File: src/rtl/core/hbs_pkg.sv
// Shared types and constants for the heightmap brush stamp block.
`timescale 1ns / 1ps

package hbs_pkg;

  // Offset that moves a Q5.11 world coordinate of -10.0 to zero (10.0 * 2048).
  localparam int CenterOffset = 20480;
  // Reciprocal of ten scaled by 2^19, exact for dividends below 43690.
  localparam int Recip10     = 52429;
  localparam int Recip10Sh   = 19;

  // Shared multiplier operand width (signed).
  localparam int MUL_W   = 26;
  // Divider widths: quotient bits, remainder/divisor bits.
  localparam int DIV_QW  = 17;
  localparam int DIV_RW  = 24;
  // Square root radicand width and result width.
  localparam int SQ_W    = 48;
  localparam int SQ_RW   = 24;

  // Commands from the controller to the datapath.
  typedef struct packed {
    logic clr_wr;
    logic capture;
    logic div_rad;
    logic set_rad;
    logic mul_rd2;
    logic z_next;
    logic row_start;
    logic x_next;
    logic mul_dx;
    logic sqrt_go;
    logic div_f;
    logic mul_fsq;
    logic mul_del;
    logic write_cell;
    logic res_stamp;
    logic res_read;
  } hbs_cmd_t;

  // Status from the datapath to the controller.
  typedef struct packed {
    logic clr_last;
    logic div_done;
    logic sqrt_done;
    logic r_zero;
    logic z_past;
    logic z_out;
    logic x_past;
    logic x_out;
    logic in_circle;
  } hbs_sts_t;

endpackage

File: src/rtl/core/hbs_ctrl.sv
// Controller state machine that sequences clearing, reads and brush stamps.
`timescale 1ns / 1ps

module hbs_ctrl (
  input  logic              clk,
  input  logic              rst_n,
  input  logic              start,
  input  logic              op_read,
  input  hbs_pkg::hbs_sts_t sts,
  output hbs_pkg::hbs_cmd_t cmd,
  output logic              busy
);

  typedef enum logic [15:0] {
    ST_CLEAR = 16'h0001,
    ST_IDLE  = 16'h0002,
    ST_RDOUT = 16'h0004,
    ST_DIVR  = 16'h0008,
    ST_RSET  = 16'h0010,
    ST_RD2   = 16'h0020,
    ST_ROW   = 16'h0040,
    ST_COL   = 16'h0080,
    ST_TEST  = 16'h0100,
    ST_SQRT  = 16'h0200,
    ST_DIVF  = 16'h0400,
    ST_FSQ   = 16'h0800,
    ST_DEL   = 16'h1000,
    ST_UPD   = 16'h2000,
    ST_DONE  = 16'h4000,
    ST_SPARE = 16'h8000
  } state_t;

  state_t state_r, state_nxt;

  // State register.
  always_ff @(posedge clk) begin
    if (!rst_n) begin
      state_r <= ST_CLEAR;
    end else begin
      state_r <= state_nxt;
    end
  end

  // Next state and commands.
  always_comb begin
    cmd       = '0;
    state_nxt = state_r;
    unique case (state_r)
      ST_CLEAR: begin
        cmd.clr_wr = 1'b1;
        if (sts.clr_last) begin
          state_nxt = ST_IDLE;
        end
      end
      ST_IDLE: begin
        if (start) begin
          cmd.capture = 1'b1;
          if (op_read) begin
            state_nxt = ST_RDOUT;
          end else begin
            cmd.div_rad = 1'b1;
            state_nxt   = ST_DIVR;
          end
        end
      end
      ST_RDOUT: begin
        cmd.res_read = 1'b1;
        state_nxt    = ST_IDLE;
      end
      ST_DIVR: begin
        if (sts.div_done) begin
          state_nxt = ST_RSET;
        end
      end
      ST_RSET: begin
        cmd.set_rad = 1'b1;
        state_nxt   = sts.r_zero ? ST_DONE : ST_RD2;
      end
      ST_RD2: begin
        cmd.mul_rd2 = 1'b1;
        state_nxt   = ST_ROW;
      end
      ST_ROW: begin
        priority if (sts.z_past) begin
          state_nxt = ST_DONE;
        end else if (sts.z_out) begin
          cmd.z_next = 1'b1;
        end else begin
          cmd.row_start = 1'b1;
          state_nxt     = ST_COL;
        end
      end
      ST_COL: begin
        priority if (sts.x_past) begin
          cmd.z_next = 1'b1;
          state_nxt  = ST_ROW;
        end else if (sts.x_out) begin
          cmd.x_next = 1'b1;
        end else begin
          cmd.mul_dx = 1'b1;
          state_nxt  = ST_TEST;
        end
      end
      ST_TEST: begin
        if (sts.in_circle) begin
          cmd.sqrt_go = 1'b1;
          state_nxt   = ST_SQRT;
        end else begin
          cmd.x_next = 1'b1;
          state_nxt  = ST_COL;
        end
      end
      ST_SQRT: begin
        if (sts.sqrt_done) begin
          cmd.div_f = 1'b1;
          state_nxt = ST_DIVF;
        end
      end
      ST_DIVF: begin
        if (sts.div_done) begin
          state_nxt = ST_FSQ;
        end
      end
      ST_FSQ: begin
        cmd.mul_fsq = 1'b1;
        state_nxt   = ST_DEL;
      end
      ST_DEL: begin
        cmd.mul_del = 1'b1;
        state_nxt   = ST_UPD;
      end
      ST_UPD: begin
        cmd.write_cell = 1'b1;
        cmd.x_next     = 1'b1;
        state_nxt      = ST_COL;
      end
      ST_DONE: begin
        cmd.res_stamp = 1'b1;
        state_nxt     = ST_IDLE;
      end
      default: begin
        state_nxt = ST_IDLE;
      end
    endcase
  end

  assign busy = (state_r != ST_IDLE);

endmodule

File: config.mk
export PLATFORM = sky130hd
export DESIGN_NAME = hbs_ctrl
export DESIGN_NICKNAME = d
export VERILOG_FILES = /design/src/rtl/core/hbs_pkg.sv /design/src/rtl/core/hbs_ctrl.sv
export SDC_FILE = /design/constraint.sdc
export NUM_CORES = 1
export LEC_CHECK = 0
export BUFFER_PORTS_ARGS = -buffer_cell sky130_fd_sc_hd__buf_2
export CORE_MARGIN = 3
export CORE_UTILIZATION = 49
export CTS_CLUSTER_SIZE = 14
export DETAILED_ROUTE_END_ITERATION = 12
export PLACE_DENSITY = 0.82
export SETUP_SLACK_MARGIN = 0.5
export SLEW_MARGIN = 20
export SYNTH_ARGS = -nofsm -noshare
export SYNTH_HDL_FRONTEND = slang
export SYNTH_SLANG_ARGS = --single-unit
File: constraint.sdc
create_clock -name clk -period 2.5 [get_ports clk]
set_input_delay 0.125 -clock clk [delete_from_list [all_inputs] [get_ports clk]]
set_output_delay 0.125 -clock clk [all_outputs]
set_load 0.05 [all_outputs]
**Yosys cells after proc, flatten, opt, wreduce, memory -nomap -nowiden**

Cells that the tools add are included.

- Output and inout port bits: 17
- Word-level logic and storage cells: 65
- Flip-flop bits (word level): 16
- Input bits: 13

- Reductions and logical operators: 1
- Equality and inequality tests: 23
- Multiplexer cells: 40

Operators with widths:

| kind | count |
|---|---|
| $pmux 16 s13 | 1 |
| $mux 16 | 9 |
| $mux 1 | 21 |
| $eq 16x1->1 const B | 1 |
| $eq 16x10->1 const B | 1 |
| $eq 16x11->1 const B | 1 |
| $eq 16x12->1 const B | 1 |
| $eq 16x13->1 const B | 1 |
| $eq 16x14->1 const B | 1 |
| $eq 16x15->1 const B | 1 |
| $eq 16x2->1 const B | 1 |
| $eq 16x3->1 const B | 1 |
| $eq 16x4->1 const B | 1 |
| $eq 16x5->1 const B | 1 |
| $eq 16x6->1 const B | 1 |
| $eq 16x7->1 const B | 1 |
| $eq 16x8->1 const B | 1 |
| $eq 16x9->1 const B | 1 |
| $ne 16x2->1 const B | 1 |
| $mux 15 | 1 |
| $mux 10 | 1 |
| $ne 2x2->1 const B | 5 |
| $mux 2 | 4 |
| $reduce_and 7->1 | 1 |
| 4 further kinds | 5 |

**Logic depth before layout (Yosys ltp)**

Gate-level depths: netlist (run 1).

- Word-level depth: 3
- Mapped depth: 7
- Depth with buffers taken out: 6

**Worst setup path before layout (run 1)**

OpenSTA, ideal clock, no wires.

- Kind: register to register
- Start point: register state_r[1]
- End point: register state_r[10]
- Setup time: 0.072 ns
- Data required time: 2.428 ns
- Setup slack: -0.357 ns
- Path buffers: 1
- Arrival time: 2.785 ns
- Stages on the path, launching flop included: 7
- Period minus slack after synthesis: 2.857 ns
- Path through: dfxtp_1 > buf_2 > nor4_2 > nand3_1 > nor4_1 > a21oi_1 > nor2_1

- Word-level cells in the longest chain between the ends: 3
- Elaborated cells between the ends (all ways): 22
- Those cells by class: eq/ne: 20; mux: 1; reduce/logical: 1

RTL lines:

| what | RTL line | source |
|---|---|---|
| start: declaration | hbs_ctrl.sv:33 | `state_t state_r, state_nxt;` |
| start signal: assignment | hbs_ctrl.sv:40 | `state_r <= state_nxt;` |
| $eq 16x7->1 (tied with other cells) | hbs_ctrl.sv:48 | `unique case (state_r)` |
| $ne 3x3->1 (no source line) or $ne 2x2->1 (tied branches) | n/a |  |
| $reduce_and 7->1 (no source line) | n/a |  |

Several ways; a longest one is shown, not always the timed one.
A chain may end at the register's enable or synchronous reset.

**Worst setup path after layout (run 1)**

- Start point: register state_r[1]
- End point: register state_r[1]

Same word-level chain as after synthesis.

==> impl_metrics.tcl, run 1 <==
set metrics [dict create \
    ys_warn_count 0 \
    cp.required_ns 2.68 \
    wl_per_cell_um 21.6 \
    peakVddDrop_v 0.000372 \
    synth_area_leaders "dfxtp_1 (28%), nor2_1 (9.1%), and3_1 (3.5%)" \
    path_clk_slew_ns 0.09 \
    ant_nets 0 \
    stdcell_area_um2 1810 \
    dp.cells 187 \
    cts_made_buffers 3 \
    startpoint_type "flip-flop" \
    vias 1392 \
    place_worst_setup_slack_ns 0.425 \
    synth_common_cells "nor2_1 (26), dfxtp_1 (15), nand2_1 (7), nor3_1 (7)" \
    drc_errors 0 \
    first_iter_violations 93 \
    whs_ns 0.107 \
    totalNegativeSetupSlack_ns 0 \
    synthArstFlopShare 0 \
    ios 30 \
    grt_setup_unrepaired "true" \
    ys.flop_type "dfxtp_1" \
    crit_chain "or4_4 > buf_4 > nor3_4 > o21ai_1 > a31oi_1 > a2111oi_0 > a21o_1" \
    clockBufferDepth 2 \
    synth_cells 133 \
    insertion_delay_ns 0.28 \
    largest_reg_flops 15 \
    totalWireLength_um 4610 \
    status "finished, final reports clean" \
    p_leak_nw 0.789 \
    drv_slew 0 \
    syn_nets 146 \
    syn_avg_cell_area_um2 8.07 \
    post-route-min-period_ns 2.13 \
    largest_register "state_r" \
    core_um2 2020 \
    cp_max_fo 4 \
    clock-root-buffer "clkbuf_4" \
    cp.buffers_inverters 1 \
    path_delay_family "simple AND/OR/NAND/NOR gates" \
    synth.most_common_cell "nor2_1" \
    grt_antenna_before_repair 0 \
    cts_tree "yes" \
    first_pass_iters 4 \
    hp-class "primary input to flip-flop" \
    crit_slowest_cell "or4_4" \
    gp_congestion 0.891 \
    dieWidth_um 52.8 \
    powerDensity_nw_per_um2 339 \
    grt_max_degree 10 \
    critPathKind "flip-flop to flip-flop" \
    ys_seq_area_frac 0.280 \
    worstMarginPinSlew_ns 0.480 \
    synthAdderAreaFrac 0 \
    syn_to_final_growth_pct 68.8 \
    via_per_inst 6.50 \
    setup_violations 0 \
    clock-sinks 15 \
    dieArea_um2 2790 \
    top_regs "state_r (15)" \
    cp.arrival_ns 2.31 \
    yosysTopAreaCell "dfxtp_1" \
    gr-usage-all-layers 0.296 \
    cts_max_level 1 \
    synthMuxAreaShare 0 \
    synth_top_family_by_area "simple AND/OR/NAND/NOR gates" \
    die_h_um 52.8 \
    num_rows 16 \
    ys_ff_latch 15 \
    grt_pass1_vias 1249 \
    crit_path_max_incr_delay_ns 0.60 \
    synth_compound_area_frac 0.150 \
    yosysTopAreaCellShare 0.280 \
    port_buffers 29 \
    slew-limit-headroom 0.672 \
    grt_pass1_wl_um 6060 \
    start_util 0.531 \
    worst_slack_ns 0.367 \
    syn_area_um2 1070 \
    skew_ns 0.00309 \
    hpwlAfterDp_um 2400 \
    final_cells 214 \
    cp-end-kind "flip-flop" \
    hold_viol_final 0 \
    post-route-period-util 0.853 \
    placed_cell_area_um2 1280 \
    max_freq_ghz 0.469 \
    cap_violations 0 \
    yosys.area_share.simple 0.509 \
    drive_above_1_share 0.620 \
    nNetsFinal 201 \
    synthXorXnorAreaFrac 0.0245 \
    synth_edf_count 0 \
    yosysUniqueCellTypes 44 \
    globalRouteOverflowTotal 0 \
    diodes 0 \
    postCtsHoldBufs 0 \
]
==> cell type report <==
type / instances / area (um^2)
Multi-Input combinational cell: 110 / 958
Timing Repair Buffer: 52 / 438
Sequential cell: 15 / 333
Fill cell: 91 / 210
Tap cell: 27 / 33.8
Clock buffer: 4 / 26.3
Inverter: 6 / 22.5
==> per-layer routing <==
layer  part of all wire  global-route usage
met5                  0                   0
met4              0.049               0.115
met3              0.094              0.0769
met2               0.48               0.490
met1               0.38               0.362
==> cells by family after synthesis <==
| family | count (synthesis) |
|---|---|
| simple gates | 87 |
| compound gates | 20 |
| flops | 15 |
| buf+inv | 8 |
| xor+xnor | 3 |
==> stage by stage <==
| stage | power [W] | util |
|---|---|---|
| global placement | 0.000387 | 0.632 |
| CTS | 0.000568 | 0.756 |
| global route | 0.000640 | 0.896 |
| finish | 0.000613 | 0.896 |
| floorplan | 0.000360 | - |
| detailed placement | 0.000390 | 0.632 |
==> worst register-to-register path: stages, from the launching register on <==
cell and delay [ns]:
dfxtp_4 0.37, or4_4 0.60, buf_4 0.18, nor3_4 0.16, o21ai_1 0.17, a31oi_1 0.24, a2111oi_0 0.11, a21o_1 0.21
==> power by group <==
group	switching (W)	internal, W	leakage (nW)
sequential	0.00000947	0.000240	0.129
clock	0.0000815	0.0000620	0.0150
combinational	0.000121	0.0000986	0.645
==> path summary, 6_finish.rpt <==
kind,startpoint,endpoint,depth (start not counted),slack [ns]
hold reg to reg,state_r[10],state_r[10],2,0.62
hold / removal,sts[8],state_r[0],3,0.11
setup reg to reg,state_r[1],state_r[1],7,0.37
setup / recovery,state_r[1],state_r[1],7,0.37
==> repair_timing <==
item,in CTS,in global routing
resized for setup,46,49
endpoints found under the hold margin,0,0
pin swaps,11,21
setup buffers,10,13
setup endpoints to repair,22,27
==> layout by cell type (no fill, tap or decap), types with 5 or more instances in the layout <==
cell	n
dfxtp_2	5
nand2_1	6
buf_4	21
dfxtp_4	7
nor2_2	6
buf_8	6
buf_6	10
buf_2	14
nor2_1	17
inv_1	5
No activity file was read; power rests on OpenSTA's default activity.
==> run 2, diff against run 1 <==
--- a/config.mk
+++ b/config.mk
@@ -10,7 +10,7 @@
 export CORE_UTILIZATION = 49
 export CTS_CLUSTER_SIZE = 14
 export DETAILED_ROUTE_END_ITERATION = 12
-export PLACE_DENSITY = 0.82
+export PLACE_DENSITY = 0.76
 export SETUP_SLACK_MARGIN = 0.5
 export SLEW_MARGIN = 20
 export SYNTH_ARGS = -nofsm -noshare
==> run 2 against run 1 <==
Compared with the run above:
- first-iteration DRC count increased by 9.7%
- design area decreased by 3.7%
- routed wire length decreased by 4.8%
- highest routed layer unchanged
==> impl_metrics.tcl, run 2 (synthesized netlist as in run 1, its figures left out) <==
set metrics [dict create \
    postCtsHoldBufs 0 \
    hpwlAfterDp_um 2310 \
    first_iter_violations 102 \
    worst_slack_ns 0.324 \
    cap_violations 0 \
    insertion_delay_ns 0.29 \
    grt_pass1_vias 1181 \
    drc_errors 0 \
    skew_ns 0.00337 \
    startpoint_type "flip-flop" \
    path_clk_slew_ns 0.10 \
    powerDensity_nw_per_um2 365 \
    grt_pass1_wl_um 5710 \
    drive_above_1_share 0.590 \
    ant_nets 0 \
    first_pass_iters 4 \
    crit_chain "or4_4 > nor4_4 > a41oi_2 > nand2_4 > buf_8" \
    post-route-min-period_ns 2.18 \
    cts_tree "yes" \
    gr-usage-all-layers 0.289 \
    crit_path_max_incr_delay_ns 0.59 \
    setup_violations 0 \
    worstMarginPinSlew_ns 0.435 \
    syn_to_final_growth_pct 62.5 \
    dieArea_um2 2790 \
    p_leak_nw 0.765 \
    die_h_um 52.8 \
    layout_commonest_cell "buf_4" \
    min_path_cells 3 \
    dieWidth_um 52.8 \
    grt_setup_unrepaired "true" \
    globalRouteOverflowTotal 0 \
    nNetsFinal 197 \
    crit_slowest_cell "or4_4" \
    grt_max_degree 10 \
    cp-end-kind "primary output" \
    power_w 0.000636 \
    setup.worst_path.start "state_r[5]" \
    ios 30 \
    post-route-period-util 0.870 \
    wl_per_cell_um 20.9 \
    grt_antenna_before_repair 0 \
    place_worst_setup_slack_ns 0.445 \
    max_freq_ghz 0.460 \
    status "finished, final reports clean" \
    peakVddDrop_v 0.000424 \
    cts_made_buffers 3 \
    largest_register "state_r" \
    via_per_inst 6.59 \
    cp_max_fo 8 \
    vias 1383 \
    core_um2 2020 \
    hold_viol_final 0 \
    cts_max_level 1 \
    diodes 0 \
    cp.arrival_ns 2.05 \
    layout_common_cells "buf_4 (18), nor2_1 (17), buf_2 (13), buf_6 (11), nor2_2 (7)" \
    r2r_end "state_r[3]" \
    clock-sinks 15 \
    clock-root-buffer "clkbuf_4" \
    num_rows 16 \
    reg2reg_depth 6 \
    hold_path_startpoint "sts[8]" \
    hp-class "primary input to flip-flop" \
    largest_reg_flops 15 \
    totalWireLength_um 4390 \
    totalNegativeSetupSlack_ns 0 \
    top_regs "state_r (15)" \
    gp_congestion 0.936 \
    r2r-start "state_r[5]" \
    critPathKind "flip-flop to primary output" \
    whs_endpoint "state_r[0]" \
    drv_slew 0 \
    slew-limit-headroom 0.703 \
    r2r_setup_slack_ns 0.42 \
    clockBufferDepth 2 \
    port_buffers 29 \
    start_util 0.531 \
    cp.required_ns 2.38 \
]
## run 2: report_power, final
group	leakage, nW	internal (W)	switching, W
combinational	0.622	0.000110	0.000126
clock	0.0150	0.0000622	0.0000864
sequential	0.128	0.000241	0.0000111
## run 2: worst max path at each step
| stage | end | slack [ns] | depth (start not counted) |
|---|---|---|---|
| 5_1_grt | cmd[8] | 0.27 | 5 |
| 4_1_cts | cmd[8] | 0.41 | 5 |
| 3_5_place_dp | state_r[1] | 0.44 | 5 |
| 3_3_place_gp | cmd[13] | 0.45 | 6 |
| 2_1_floorplan | state_r[7] | 0.36 | 7 |
| 6_report | cmd[8] | 0.32 | 5 |
## run 2: area by class of cell
type	instances	area [um^2]
Multi-Input combinational cell	110	937
Timing Repair Buffer	48	397
Sequential cell	15	328
Fill cell	99	278
Tap cell	27	33.8
Clock buffer	4	26.3
Inverter	6	22.5
## run 2: metal layers
metal,part of all wire,track usage,vias to the layer above
li1,-,-,591
met1,0.38,0.365,655
met2,0.45,0.459,106
met3,0.10,0.0570,31
met4,0.068,0.149,0
met5,0,0,-
## run 2: metrics by stage
| step | area (um^2) | cells | utilization | hold WS [ns] |
|---|---|---|---|---|
| floorplan | 1120 | 133 | - | 0.271 |
| global placement | 1280 | 187 | 0.632 | 0.397 |
| detailed placement | 1280 | 187 | 0.632 | 0.405 |
| CTS | 1520 | 200 | 0.749 | 0.102 |
| global route | 1740 | 210 | 0.863 | 0.103 |
| finish | 1740 | 210 | 0.863 | 0.103 |
## run 2: what timing repair did
| item | CTS | global route |
|---|---|---|
| buffers inserted | 9 | 10 |
| endpoints found under the setup margin | 23 | 28 |
| resized for setup | 44 | 43 |
| pin swaps | 11 | 10 |
## run 2: critical path, delay by kind of cell, from the launching register on
kind	cells	cell delay (ns)
AND/OR/NAND/NOR	3	1.09
AO/OA/AOI/OAI	1	0.13
buffers and inverters	1	0.15
flip-flops	1	0.38
==> run 3, diff against run 2 <==
--- a/config.mk
+++ b/config.mk
@@ -7,10 +7,9 @@
 export LEC_CHECK = 0
 export BUFFER_PORTS_ARGS = -buffer_cell sky130_fd_sc_hd__buf_2
 export CORE_MARGIN = 3
-export CORE_UTILIZATION = 49
+export CORE_UTILIZATION = 40
 export CTS_CLUSTER_SIZE = 14
 export DETAILED_ROUTE_END_ITERATION = 12
-export PLACE_DENSITY = 0.76
 export SETUP_SLACK_MARGIN = 0.5
 export SLEW_MARGIN = 20
 export SYNTH_ARGS = -nofsm -noshare
==> run 3 against run 2 <==
Compared with the run above:
- worst hold slack better by 0.0045 ns
- critical path type unchanged
- die area up 20%
- routed wire length shrank 25%
- count of clock-buffer cells in the layout down 1
- fmax rose by 3.8%
- final cell count shrank 0.95%
- global-route usage shrank 8.1 points
- critical path depth shrank 1
- sequential power about the same
- largest power group unchanged
- sequential cell count is the same
- highest routed layer unchanged
- setup slack better by 0.080 ns
- power decreased by 11%
==> impl_metrics.tcl, run 3 (synthesized netlist as in run 1, its figures left out) <==
set metrics [dict create \
    num_rows 18 \
    gp_congestion 0.868 \
    start_util 0.426 \
    nNetsFinal 192 \
    place_worst_setup_slack_ns 0.422 \
    cap_violations 0 \
    setup_violations 0 \
    peakVddDrop_v 0.000300 \
    top_regs "state_r (15)" \
    cp.buffers_inverters 1 \
    cts_made_buffers 3 \
    fillers 217 \
    cp.required_ns 2.38 \
    worstMarginPinSlew_ns 0.450 \
    syn_to_final_growth_pct 53.0 \
    crit_chain "or4_4 > nor3_4 > and4b_2 > buf_8" \
    via_per_inst 5.76 \
    ios 30 \
    startpoint_type "flip-flop" \
    slew-limit-headroom 0.692 \
    first_pass_iters 4 \
    globalRouteOverflowTotal 0 \
    totalNegativeSetupSlack_ns 0 \
    cp-end-kind "primary output" \
    core_um2 2520 \
    worst_slack_ns 0.404 \
    hpwlAfterDp_um 2290 \
    insertion_delay_ns 0.28 \
    grt_setup_unrepaired "true" \
    drv_slew 0 \
    cp_max_fo 7 \
    post-route-period-util 0.838 \
    post-route-min-period_ns 2.10 \
    grt_antenna_before_repair 0 \
    status "finished, final reports clean" \
    placed_cell_area_um2 1280 \
    drc_errors 0 \
    crit_path_max_incr_delay_ns 0.62 \
    path_clk_slew_ns 0.09 \
    clock-root-buffer "clkbuf_4" \
    largest_reg_flops 15 \
    grt_pass1_wl_um 5500 \
    postCtsHoldBufs 0 \
    cts_tree "yes" \
    p_leak_nw 0.737 \
    diodes 0 \
    hp-class "primary input to flip-flop" \
    port_buffers 29 \
    clock-sinks 15 \
    drive_above_1_share 0.551 \
    hold_viol_final 0 \
    stdcell_area_um2 1640 \
    largest_register "state_r" \
    skew_ns 0.00482 \
    cts_max_level 1 \
    powerDensity_nw_per_um2 343 \
    gr-usage-all-layers 0.208 \
    dieArea_um2 3340 \
    clockBufferDepth 2 \
    path_delay_family "simple AND/OR/NAND/NOR gates" \
    whs_ns 0.107 \
    vias 1198 \
    critPathKind "flip-flop to primary output" \
    grt_pass1_vias 1235 \
    wl_per_cell_um 15.9 \
    crit_slowest_cell "or4_4" \
    dieWidth_um 57.8 \
    max_freq_ghz 0.477 \
    cp.arrival_ns 1.97 \
    die_h_um 57.8 \
    grt_max_degree 10 \
    ant_nets 0 \
    layout_common_cells "nor2_1 (17), buf_4 (17), buf_2 (14), nor2_2 (9), buf_6 (9)" \
    totalWireLength_um 3300 \
    first_iter_violations 41 \
]
[run 3: cell count changes in the layout (fill, tap and decap cells not counted), moves of 2 or more]
| cell | delta |
|---|---|
| and2_4 | -2 |
| nor2_2 | +2 |
| nor2_4 | -2 |
| and2_1 | +2 |
| buf_6 | -2 |
| buf_8 | -2 |
| dfxtp_1 | -2 |
| and3_4 | -2 |
| dfxtp_2 | +2 |
| and3_1 | +2 |
| nor3_1 | +2 |
[run 3: worst paths after layout]
path	from	endpoint	slack (ns)	cells after the start
max	state_r[11]	cmd[11]	0.40	4
min	rst_n	state_r[9]	0.11	2
max reg2reg	state_r[11]	state_r[11]	0.50	7
min reg2reg	state_r[10]	state_r[10]	0.59	2
[run 3: cell type report]
type	count	area, um^2	share of cell area
Clock inverter	1	5.00	0.00305
Sequential cell	15	330	0.201
Tap cell	30	37.5	0.0228
Clock buffer	3	22.5	0.0137
Multi-Input combinational cell	110	888	0.541
Inverter	6	22.5	0.0137
Timing Repair Buffer	43	337	0.205
[run 3: timing repair]
action                                  in CTS  in global routing
endpoints found under the setup margin      23                 24
gates resized for setup                     45                 26
buffers inserted                             9                  5
pin swaps                                   11                 10
[run 3: layer usage]
metal  share of wire  track usage  up-vias
li1                -            -      579
met1            0.43        0.263      571
met2            0.51        0.356       42
met3           0.051       0.0490        6
met4           0.013       0.0497        0
met5               0            0        -
[run 3: where the power goes]
group | total, W | internal [W] | switching, W | leakage [nW]
Clock | 0.000139 | 0.0000594 | 0.0000800 | 0.0177
Sequential | 0.000252 | 0.000240 | 0.0000120 | 0.129
Combinational | 0.000172 | 0.0000761 | 0.0000963 | 0.591
[run 3: stage by stage]
| step | total power, W | util | cells |
|---|---|---|---|
| global placement | 0.000390 | 0.508 | 190 |
| CTS | 0.000558 | 0.604 | 203 |
| floorplan | 0.000360 | - | 133 |
| finish | 0.000564 | 0.651 | 208 |
| global route | 0.000595 | 0.651 | 208 |
| detailed placement | 0.000390 | 0.508 | 190 |
